`config.mk`:
```
export PLATFORM = sky130hd
export DESIGN_NAME = unique_name_table_flat
export DESIGN_NICKNAME = d
export VERILOG_FILES = /design/src/hdl/unt_pkg.sv /design/src/hdl/unt_if.sv /design/src/hdl/unique_name_table.sv /design/src/hdl/unt_ram.sv /design/src/hdl/unt_out_stage.sv /design/src/flat_wrapper.sv
export SDC_FILE = /design/constraint.sdc
export NUM_CORES = 2
export LEC_CHECK = 0
export BUFFER_PORTS_ARGS = -buffer_cell sky130_fd_sc_hd__buf_2
export CAP_MARGIN = 20
export CORE_MARGIN = 5
export CORE_UTILIZATION = 28
export CTS_BUF_LIST = sky130_fd_sc_hd__clkbuf_16
export DETAILED_ROUTE_END_ITERATION = 8
export SKIP_LAST_GASP = 1
export SLEW_MARGIN = 20
export SYNTH_ARGS = -nofsm -noshare
export SYNTH_HDL_FRONTEND = slang
export SYNTH_SLANG_ARGS = --single-unit
export TNS_END_PERCENT = 1
```
`constraint.sdc`:
```
create_clock -name clk_i -period 7.45 [get_ports clk_i]
set_input_delay 0 -clock clk_i [delete_from_list [all_inputs] [get_ports clk_i]]
set_output_delay 0 -clock clk_i [all_outputs]
set_load 0.1 [all_outputs]
```
`src/hdl/unt_pkg.sv`:
```
package unt_pkg;

  localparam int TableEntries = 16;
  localparam int IdxW         = $clog2(TableEntries);
  localparam int CntW         = $clog2(TableEntries + 1);
  localparam int HeadW        = 64;
  localparam int TailW        = 8;
  localparam int NameW        = HeadW + TailW;

  // Request modes
  localparam logic [1:0] ModeCreate = 2'd0;
  localparam logic [1:0] ModeDelete = 2'd1;
  localparam logic [1:0] ModeSearch = 2'd2;
  localparam logic [1:0] ModeList   = 2'd3;

  // Result status codes
  localparam logic [2:0] StCreated  = 3'd0;
  localparam logic [2:0] StExists   = 3'd1;
  localparam logic [2:0] StFull     = 3'd2;
  localparam logic [2:0] StDeleted  = 3'd3;
  localparam logic [2:0] StNotFound = 3'd4;
  localparam logic [2:0] StFound    = 3'd5;
  localparam logic [2:0] StListed   = 3'd6;
  localparam logic [2:0] StEmpty    = 3'd7;

  typedef struct packed {
    logic [2:0]       status;
    logic [HeadW-1:0] entry_head;
    logic [TailW-1:0] entry_tail;
    logic [CntW-1:0]  entry_total;
    logic             last;
  } rsp_t;

  // Zero every character after the first zero character; tail in the top byte.
  function automatic logic [NameW-1:0] canon_name(input logic [HeadW-1:0] head,
                                                  input logic [TailW-1:0] tail);
    logic [HeadW-1:0] h;
    logic             ended;
    h     = '0;
    ended = 1'b0;
    for (int k = 0; k < HeadW / 8; k++) begin
      if (head[8*k +: 8] == 8'd0) ended = 1'b1;
      if (!ended) h[8*k +: 8] = head[8*k +: 8];
    end
    return {(ended ? {TailW{1'b0}} : tail), h};
  endfunction

endpackage

```
`src/hdl/unt_if.sv`:
```
interface unt_req_if;
  logic                     valid;
  logic                     ready;
  logic [1:0]               mode;
  logic [unt_pkg::HeadW-1:0] key_head;
  logic [unt_pkg::TailW-1:0] key_tail;

  modport source (output valid, mode, key_head, key_tail, input ready);
  modport sink   (input valid, mode, key_head, key_tail, output ready);
endinterface

interface unt_rsp_if;
  logic                     valid;
  logic                     ready;
  logic [2:0]               status;
  logic [unt_pkg::HeadW-1:0] entry_head;
  logic [unt_pkg::TailW-1:0] entry_tail;
  logic [unt_pkg::CntW-1:0]  entry_total;
  logic                     last;

  modport source (output valid, status, entry_head, entry_tail, entry_total, last,
                  input ready);
  modport sink   (input valid, status, entry_head, entry_tail, entry_total, last,
                  output ready);
endinterface

```
`src/hdl/unique_name_table.sv`:
```
// Ordered table of up to 16 unique nine-character names held in one 72-bit
// synchronous RAM. One request is handled at a time: req_i.ready is high only
// while the block is idle. Create, delete and search scan the table one entry
// per cycle through the RAM read port; a delete then moves each later entry
// down one place, reusing the same scan index. A list request emits one
// result per stored entry, one per cycle while the result side keeps up; an
// empty table gives a single result. Names are cut at their first zero
// character before being matched or stored. Results leave through a
// one-entry output register.
module unique_name_table (
  input  logic    clk_i,
  input  logic    rst_ni,
  unt_req_if.sink   req_i,
  unt_rsp_if.source rsp_o
);

  localparam logic [2:0] SIdle  = 3'd0;
  localparam logic [2:0] SScan  = 3'd1;
  localparam logic [2:0] SShift = 3'd2;
  localparam logic [2:0] SList  = 3'd3;
  localparam logic [2:0] SEmit  = 3'd4;

  logic [2:0]                   state_q, state_d;
  logic [1:0]                   mode_q, mode_d;
  logic [unt_pkg::NameW-1:0]    key_q, key_d;
  logic [unt_pkg::CntW-1:0]     idx_q, idx_d;
  logic [unt_pkg::CntW-1:0]     count_q, count_d;
  logic [2:0]                   st_q, st_d;

  logic                         we;
  logic [unt_pkg::IdxW-1:0]     waddr;
  logic [unt_pkg::NameW-1:0]    wdata;
  logic [unt_pkg::NameW-1:0]    rdata;
  logic                         out_load;
  logic                         out_free;
  unt_pkg::rsp_t                out_data;

  assign req_i.ready = (state_q == SIdle);

  // Read address follows the next index so read data always matches idx_q
  unt_ram #(
    .Width (unt_pkg::NameW),
    .Depth (unt_pkg::TableEntries)
  ) u_store (
    .clk_i   (clk_i),
    .we_i    (we),
    .waddr_i (waddr),
    .wdata_i (wdata),
    .raddr_i (idx_d[unt_pkg::IdxW-1:0]),
    .rdata_o (rdata)
  );

  // Sequence scan, compaction, listing and result emission
  always_comb begin
    state_d  = state_q;
    mode_d   = mode_q;
    key_d    = key_q;
    idx_d    = idx_q;
    count_d  = count_q;
    st_d     = st_q;
    we       = 1'b0;
    waddr    = idx_q[unt_pkg::IdxW-1:0];
    wdata    = rdata;
    out_load = 1'b0;
    out_data = '{status: st_q, entry_head: '0, entry_tail: '0,
                 entry_total: count_q, last: 1'b1};
    case (state_q)
      SIdle: begin
        idx_d = '0;
        if (req_i.valid) begin
          mode_d = req_i.mode;
          key_d  = unt_pkg::canon_name(req_i.key_head, req_i.key_tail);
          if (req_i.mode == unt_pkg::ModeList) begin
            if (count_q == '0) begin
              st_d    = unt_pkg::StEmpty;
              state_d = SEmit;
            end else begin
              state_d = SList;
            end
          end else begin
            state_d = SScan;
          end
        end
      end
      SScan: begin
        if (idx_q == count_q) begin
          state_d = SEmit;
          if (mode_q == unt_pkg::ModeCreate) begin
            if (count_q == unt_pkg::CntW'(unt_pkg::TableEntries)) begin
              st_d = unt_pkg::StFull;
            end else begin
              we      = 1'b1;
              waddr   = count_q[unt_pkg::IdxW-1:0];
              wdata   = key_q;
              count_d = count_q + unt_pkg::CntW'(1);
              st_d    = unt_pkg::StCreated;
            end
          end else begin
            st_d = unt_pkg::StNotFound;
          end
        end else if (rdata == key_q) begin
          case (mode_q)
            unt_pkg::ModeCreate: begin
              st_d    = unt_pkg::StExists;
              state_d = SEmit;
            end
            unt_pkg::ModeDelete: begin
              idx_d   = idx_q + unt_pkg::CntW'(1);
              state_d = SShift;
            end
            default: begin
              st_d    = unt_pkg::StFound;
              state_d = SEmit;
            end
          endcase
        end else begin
          idx_d = idx_q + unt_pkg::CntW'(1);
        end
      end
      SShift: begin
        // Move each later entry down one place
        if (idx_q == count_q) begin
          count_d = count_q - unt_pkg::CntW'(1);
          st_d    = unt_pkg::StDeleted;
          state_d = SEmit;
        end else begin
          we    = 1'b1;
          waddr = idx_q[unt_pkg::IdxW-1:0] - unt_pkg::IdxW'(1);
          wdata = rdata;
          idx_d = idx_q + unt_pkg::CntW'(1);
        end
      end
      SList: begin
        out_data = '{status: unt_pkg::StListed,
                     entry_head: rdata[unt_pkg::HeadW-1:0],
                     entry_tail: rdata[unt_pkg::NameW-1:unt_pkg::HeadW],
                     entry_total: count_q,
                     last: ((idx_q + unt_pkg::CntW'(1)) == count_q)};
        if (out_free) begin
          out_load = 1'b1;
          if (out_data.last) begin
            state_d = SIdle;
          end else begin
            idx_d = idx_q + unt_pkg::CntW'(1);
          end
        end
      end
      SEmit: begin
        if (out_free) begin
          out_load = 1'b1;
          state_d  = SIdle;
        end
      end
      default: begin
        state_d = SIdle;
      end
    endcase
  end

  always_ff @(posedge clk_i or negedge rst_ni) begin
    if (!rst_ni) begin
      state_q <= SIdle;
      count_q <= '0;
      idx_q   <= '0;
    end else begin
      state_q <= state_d;
      count_q <= count_d;
      idx_q   <= idx_d;
    end
  end

  always_ff @(posedge clk_i) begin
    mode_q <= mode_d;
    key_q  <= key_d;
    st_q   <= st_d;
  end

  unt_out_stage u_out (
    .clk_i  (clk_i),
    .rst_ni (rst_ni),
    .load_i (out_load),
    .data_i (out_data),
    .free_o (out_free),
    .rsp_o  (rsp_o)
  );

endmodule

```
`src/hdl/unt_ram.sv`:
```
module unt_ram #(
  parameter int Width = 8,
  parameter int Depth = 16
) (
  input  logic                     clk_i,
  input  logic                     we_i,
  input  logic [$clog2(Depth)-1:0] waddr_i,
  input  logic [Width-1:0]         wdata_i,
  input  logic [$clog2(Depth)-1:0] raddr_i,
  output logic [Width-1:0]         rdata_o
);

  logic [Width-1:0] mem_q [Depth];

  always_ff @(posedge clk_i) begin
    if (we_i) mem_q[waddr_i] <= wdata_i;
    rdata_o <= mem_q[raddr_i];
  end

endmodule

```
`src/hdl/unt_out_stage.sv`:
```
module unt_out_stage (
  input  logic          clk_i,
  input  logic          rst_ni,
  input  logic          load_i,
  input  unt_pkg::rsp_t data_i,
  output logic          free_o,
  unt_rsp_if.source     rsp_o
);

  logic          valid_q, valid_d;
  unt_pkg::rsp_t data_q;

  // Slot is free when empty or being drained this cycle
  assign free_o = !valid_q || rsp_o.ready;

  always_comb begin
    valid_d = valid_q;
    if (load_i) valid_d = 1'b1;
    else if (rsp_o.ready) valid_d = 1'b0;
  end

  always_ff @(posedge clk_i or negedge rst_ni) begin
    if (!rst_ni) begin
      valid_q <= 1'b0;
    end else begin
      valid_q <= valid_d;
    end
  end

  always_ff @(posedge clk_i) begin
    if (load_i) data_q <= data_i;
  end

  assign rsp_o.valid       = valid_q;
  assign rsp_o.status      = data_q.status;
  assign rsp_o.entry_head  = data_q.entry_head;
  assign rsp_o.entry_tail  = data_q.entry_tail;
  assign rsp_o.entry_total = data_q.entry_total;
  assign rsp_o.last        = data_q.last;

endmodule

```
`src/flat_wrapper.sv`:
```
// flat-port wrapper written by rule: the top's interface ports become plain ports
module unique_name_table_flat 
  (clk_i, rst_ni, req_i_valid, req_i_mode, req_i_key_head, req_i_key_tail, req_i_ready, rsp_o_valid, rsp_o_status, rsp_o_entry_head, rsp_o_entry_tail, rsp_o_entry_total, rsp_o_last, rsp_o_ready);
  unt_req_if req_i_i ();
  unt_rsp_if rsp_o_i ();
  input  logic clk_i;
  input  logic rst_ni;
  input wire logic [$bits(req_i_i.valid)-1:0] req_i_valid;
  input wire logic [$bits(req_i_i.mode)-1:0] req_i_mode;
  input wire logic [$bits(req_i_i.key_head)-1:0] req_i_key_head;
  input wire logic [$bits(req_i_i.key_tail)-1:0] req_i_key_tail;
  output wire logic [$bits(req_i_i.ready)-1:0] req_i_ready;
  output wire logic [$bits(rsp_o_i.valid)-1:0] rsp_o_valid;
  output wire logic [$bits(rsp_o_i.status)-1:0] rsp_o_status;
  output wire logic [$bits(rsp_o_i.entry_head)-1:0] rsp_o_entry_head;
  output wire logic [$bits(rsp_o_i.entry_tail)-1:0] rsp_o_entry_tail;
  output wire logic [$bits(rsp_o_i.entry_total)-1:0] rsp_o_entry_total;
  output wire logic [$bits(rsp_o_i.last)-1:0] rsp_o_last;
  input wire logic [$bits(rsp_o_i.ready)-1:0] rsp_o_ready;
  assign req_i_i.valid = req_i_valid;
  assign req_i_i.mode = req_i_mode;
  assign req_i_i.key_head = req_i_key_head;
  assign req_i_i.key_tail = req_i_key_tail;
  assign req_i_ready = req_i_i.ready;
  assign rsp_o_valid = rsp_o_i.valid;
  assign rsp_o_status = rsp_o_i.status;
  assign rsp_o_entry_head = rsp_o_i.entry_head;
  assign rsp_o_entry_tail = rsp_o_i.entry_tail;
  assign rsp_o_entry_total = rsp_o_i.entry_total;
  assign rsp_o_last = rsp_o_i.last;
  assign rsp_o_i.ready = rsp_o_ready;
  unique_name_table u_core (.clk_i(clk_i), .rst_ni(rst_ni), .req_i(req_i_i), .rsp_o(rsp_o_i));
endmodule
```
* Word level (Yosys, flattened, before mapping) *
Memory sizes are Yosys's and may differ from the RTL's. A register that Yosys moved wholly into a read port is not among the register bits.
Cells that the tools add are included.

storage, ports and cells
  bits in registers = 172
  bits in writable memories = 1152
  bits of input ports = 78
  output and inout port bits = 83
  logic and storage cells = 151
  memories = 1

memory list
  name                  depth  width  read ports  clocked after Yosys merged registers in  write ports  line           RTL
  u_core.u_store.mem_q  16     72     1           1                                        1            unt_ram.sv:13  logic [Width-1:0] mem_q [Depth];

operators by class
  $add $sub $neg = 4
  equal/unequal tests = 26
  muxes and demuxes = 77
  reduce and logical (&&, ||, !) cells = 23

operators by type and width
  cell                                              number
  two-way mux 72 bit                                4
  == test 72 bit                                    1
  zero test 8 bit                                   8
  two-way mux 3 bit                                 17
  two-way mux 5 bit                                 10
  two-way mux 1 bit                                 34
  case mux 5 bit (4 select lines)                   1
  two-way mux 4 bit                                 4
  != test 2 x 1 -> 1 bit, second input constant     8
  case mux 3 bit (5 select lines)                   1
  AND reduction 6 bit                               2
  adder 5 x 1 -> 5 bit, second input constant       2
  == test 5 bit                                     2
  != test 2 bit, second input constant              5
  case mux 5 bit (2 select lines)                   1
  case mux 3 bit (3 select lines)                   1
  case mux 4 bit (2 select lines)                   1
  AND reduction 7 bit                               1
  == test 3 x 2 -> 1 bit, second input constant     2
  case mux 3 bit (2 select lines)                   1
  == test 5 bit, second input constant              1
  zero test 5 bit                                   1
  AND reduction 5 bit                               1
  subtractor 5 x 1 -> 5 bit, second input constant  1
  other kinds (19)                                  20

* Logic depth before layout (Yosys ltp) *
  depth in word-level cells = 25
  gate-level depth with buffers = 17

* Cells and area by module *
From an unflattened synthesis, not the netlist that was laid out.

second synthesis, totals
  cells, all modules = 2563
  area total of the unflattened synthesis = 53577.6 µm²

by module, submodules not included
  module             times used  cells an instance  area each (µm²)  sequential area each (µm²)
  unt_ram            1           1850               44550.2          36034.6
  unique_name_table  1           629                6547.5           2637.5
  unt_out_stage      1           84                 2479.9           2457.4

* Worst setup path before layout *
Ideal clock, no wire load.

  path type = register to register
  from = reg u_core.idx_q[3] in the netlist's numbering
  to = mem u_core.u_store.mem_q[6][0] in the netlist's numbering (enable)
  arrival = 5.023 ns
  path slack = 1.925 ns
  cell stages (with the launch flop) = 12
  cell sequence = dfrtp_1 > buf_2 > xnor2_2 > and4b_1 > and2_1 > buf_2 > nand4_1 > clkbuf_1 > o211ai_1 > and2_1 > nand2_1 > nor2_1

between the ends
  cells in the longest elaborated chain, start to end = 5

ends and longest elaborated chain
  item                                         line                                               RTL
  start: declaration                           unique_name_table.sv:26                            logic [unt_pkg::CntW-1:0] idx_q, idx_d;
  start signal: assignment                     unique_name_table.sv:168                           idx_q <= idx_d;
  == test 5 bit                                unique_name_table.sv:86, unique_name_table.sv:122
  two-way mux 1 bit, on equally long branches  unique_name_table.sv:122, unique_name_table.sv:86
  case mux 1 bit (2 select lines)              unique_name_table.sv:67                            case (state_q)
  two-way mux 1 bit                            unt_ram.sv:16                                      if (we_i) mem_q[waddr_i] <= wdata_i;
  two-way mux 1 bit (not written as such)      unt_ram.sv:16
  end: declaration                             unt_ram.sv:13

Several ways; a longest one is shown, not always the timed one.

* Final worst setup path *
  from = reg u_core.u_store.rdata_o[71], read port of u_core.u_store.mem_q
  to = reg u_core.u_store.rdata_o[9], read port of u_core.u_store.mem_q

between the ends
  cells in the longest elaborated chain, start to end = 4

ends and longest elaborated chain
  item                             line                      RTL
  start: declaration               unt_ram.sv:10             output logic [Width-1:0] rdata_o
  == test 72 bit                   unique_name_table.sv:101  end else if (rdata == key_q) begin
  two-way mux 5 bit                unique_name_table.sv:101
  two-way mux 5 bit                unique_name_table.sv:86   if (idx_q == count_q) begin
  case mux 5 bit (4 select lines)  unique_name_table.sv:67

Every way passes these cells. The select of a mux whose other input is x is not followed.
A chain may end at the register's enable or synchronous reset.

==> results.md <==
- CP max stage delay: 840 ps
- Critical path class: flip-flop to flip-flop
- Area fraction in compound gates after synthesis: 8.841%
- Core Area: 199500 um^2
- Worst-Margin Slew: 1497 ps
- Final setup viols: 0
- H-tree depth: 3
- CTS Root Cell: clkbuf_16
- Synth Area in Adders: 0.1473%
- P&R area growth vs syn: 15.45%
- Seq pwr share: 42.1%
- DRC Markers: 0
- Largest net degree at the start of global routing: 245
- Nature of the critical path endpoint: flip-flop
- Largest family of logic cells by synthesized area: compound AO/OA/AOI/OAI gates
- Gr usage total: 14.86%
- # port buffers: 160
- Worst rel slew slack: 0.2234%
- Grt total ovfl: 0
- WL final: 161.7 mm
- Post-synthesis async set-or-reset flop share: 1.003%
- MaxCap Viol Count: 0
- Final hold vios: 0
- Post-synth top flop: edfxtp_1
- Post-layout util: 32.45%
- CTS tree: done
- Worst EP arrival: 6810 ps
- Status: completed
- Commonest non-fill, non-tap cell in the layout: edfxtp_1
- Met3 usage: 1.956%
- TNS Setup: 0 ps
- Drt wl/cell: 25.30 um
- Vias post-DR: 32.49k
- Top delay family on crit path: simple AND/OR/NAND/NOR gates
- Fin crit share: 82.91%
- Synth Area in Simple Gates: 8.641%
- Post-synthesis xor/xnor area fraction: 1.404%
- Final Max Tran Viols: 0
- Switching part of the total power: 38.64%
- M1 GR Usage: 16.93%
- Crit start category: flip-flop
- Critical path peak fanout: 244
- Peak VDD IR: 0.7549 mV
- Post-DP HPWL: 86.07 mm
- Die height: 457.5 um
- Clk slew on worst S/H paths: 70 ps
- Post-synth EDFFs: 1310
- Clk_lat worst skew: 770 ps
- Nets: 3710
- Mapped Area: 56070 um^2
- I/O pins: 161
- Post-DR vias/cell: 5.085
- Antenna violations before repair: 3
- Gr busiest metal: met2
- Pwr Density: 416.4 nW/um^2
- Post-DRT Antenna Nets: 0
- Die X: 457.5 um
- RePlAce Congestion: 0.8138
- First-pass iteration count of the detailed router: 5
- Post-layout min period: 6177 ps
- Mux cell area share after synthesis: 5.320%
- Rows: 164
- Max clock buf depth: 3
- Clk pwr share: 23.3%
- Die area: 209300 um^2
- Fmax: 161.9 MHz
- Internal: 16.54 mW
- Clk sinks: 1396
- Bufs and invs on worst path: 1
- Initial Util: 28.11%
- Sequential share of the synthesized area: 73.36%
- Post-CTS sizing: 0
- CTS hold repair buffers: 83
- Switch Pwr: 10.42 mW
- Combinational Power Share: 34.7%
- Skew final: 28.13 ps
- Cell count after synthesis: 3497
- GR Util met2: 26.12%
- Leak: 20.13 nW
- Vias in the first global route: 32.69k
- CP Data Required Time: 8080 ps
- Most frequent cells in the layout: edfxtp_1 (1310), and3_1 (362), a211oi_1 (360)
- Synth Net Count: 3581
- Postcts setup bufs: 0
- Fraction of layout cells with a size suffix above 1: 13.45%
- Hold WC Path Type: input port to flip-flop
- DRT iter0 DRCs: 2926
- Critical-path cell list: xnor2_1 > nand4_1 > nor4_2 > nand3_1 > nor3_2 > o211ai_4 > buf_12 > and3_1 > a211oi_1 > a2111oi_0 > or4_1
- Post-synth cell types: 63
- Total CTS buffers: 119
- FF+latch count, synth: 1396
- First-pass GRT wire length: 233.2 mm
- Mean Syn Cell Area: 16.03 um^2
- Slowest cell on crit path: xnor2_1
- RSZ-0062 raised after global routing: no
- Synthesis Warnings: 0
-- synth_stat cells (9+ instances only) --
master        n  area, um^2
o21ai_0       9       45.04
edfxtp_1   1310       39340
nand4_1      17       106.4
mux2i_1     217        2172
mux2_2       72       810.8
xnor2_1      76       665.6
dfxtp_1      72        1441
clkbuf_1    220       825.8
a2111oi_0   216        1892
and3_1      362        2265
dfrtp_1      14       350.3
buf_2        70       350.3
nor2_1       29       108.9
a21oi_1      13       65.06
nor4_1       96       600.6
inv_1        11       41.29
and2_1      141       882.1
xor2_1       12       105.1
a211oi_1    360        2703
nand2_1      30       112.6
or4_1        72       540.5
-- logic make-up (layout without fill, tap and decap cells) --
logic type	Yosys count	after routing
and+or+nand+nor	780	780
xor gates and xnor gates	89	89
muxes	289	289
other	0	2
AOI/OAI and AO/OA	625	625
buffers and inverters	312	547
DFF	1396	1396
adders and majority gates	6	6
-- stage by stage --
step                power, mW  hold WS, ps  setup slack [ps]  instances  cell area [um^2]
global placement        20.63       -69.46              1101       6075             59910
floorplan               17.36       -295.6              1925       3497             56070
finish                  26.96        64.77              1273       6390             64730
global route            28.03        51.43              1494       6390             64730
CTS                     27.06        38.12              1371       6387             64710
detailed placement      20.79       -66.01              1468       6077             59960
-- layer usage --
| layer | up-vias | part of all wire, % |
|---|---|---|
| met4 | 0 | 7.4 |
| met5 | - | 0 |
| li1 | 14480 | - |
| met2 | 1004 | 51 |
| met1 | 16690 | 37 |
| met3 | 316 | 4.4 |
-- final timing paths --
check / from / to / slack (ps) / cells past startpoint
max in group asynchronous: rst_ni / u_core.u_out.rsp_o.valid / 6590 / 3
worst min-delay path: req_i_key_tail[5] / u_core.key_q[69] / 60 / 3
min in group asynchronous: rst_ni / u_core.state_q[1] / 410 / 3
worst max-delay path: u_core.u_store.rdata_o[71] / u_core.u_store.rdata_o[9] / 1270 / 11
worst max register to register: u_core.u_store.rdata_o[71] / u_core.u_store.rdata_o[9] / 1270 / 11
worst min register to register: u_core.st_q[2] / u_core.u_out.rsp_o.status[2] / 510 / 1
-- final cells by class --
class	count	area (um^2)
flip-flops and latches	1396	41130
inverters	14	62.56
clock inverters	107	910.9
fillers	19210	134700
multi-input cells	1789	13830
clock buffers	120	3003
well taps	2656	3323
repair buffers	306	2462
diodes	2	5.005
-- state kept, by name (all words and copies together) (netlist names), 5 cells and up --
signal / cells
u_core.u_out.rsp_o.entry_tail: 8
u_core.count_q: 5
u_core.u_store.mem_q: 1152
u_core.u_store.rdata_o: 72
u_core.idx_q: 5
u_core.u_out.rsp_o.entry_total: 5
u_core.key_q: 72
u_core.u_out.rsp_o.entry_head: 64
-- worst register-to-register path: stages (launching register included) --
cell,delay (ps)
dfxtp_1,420
xnor2_1,840
nand4_1,490
nor4_2,800
nand3_1,270
nor3_2,410
o211ai_4,440
buf_12,390
and3_1,1070
a211oi_1,200
a2111oi_0,130
or4_1,590
-- power groups by stage --
| stage | clock [mW] | sequential (mW) | combinational (mW) |
|---|---|---|---|
| after floorplan | 0 | 12.3 | 5.09 |
| after global placement | 0 | 11.5 | 9.14 |
| after detailed placement | 0 | 11.5 | 9.28 |
| after CTS | 6.37 | 11.3 | 9.34 |
| after global routing | 6.70 | 11.4 | 9.94 |
| final | 6.27 | 11.3 | 9.34 |
(Power assumes the default switching activity.)
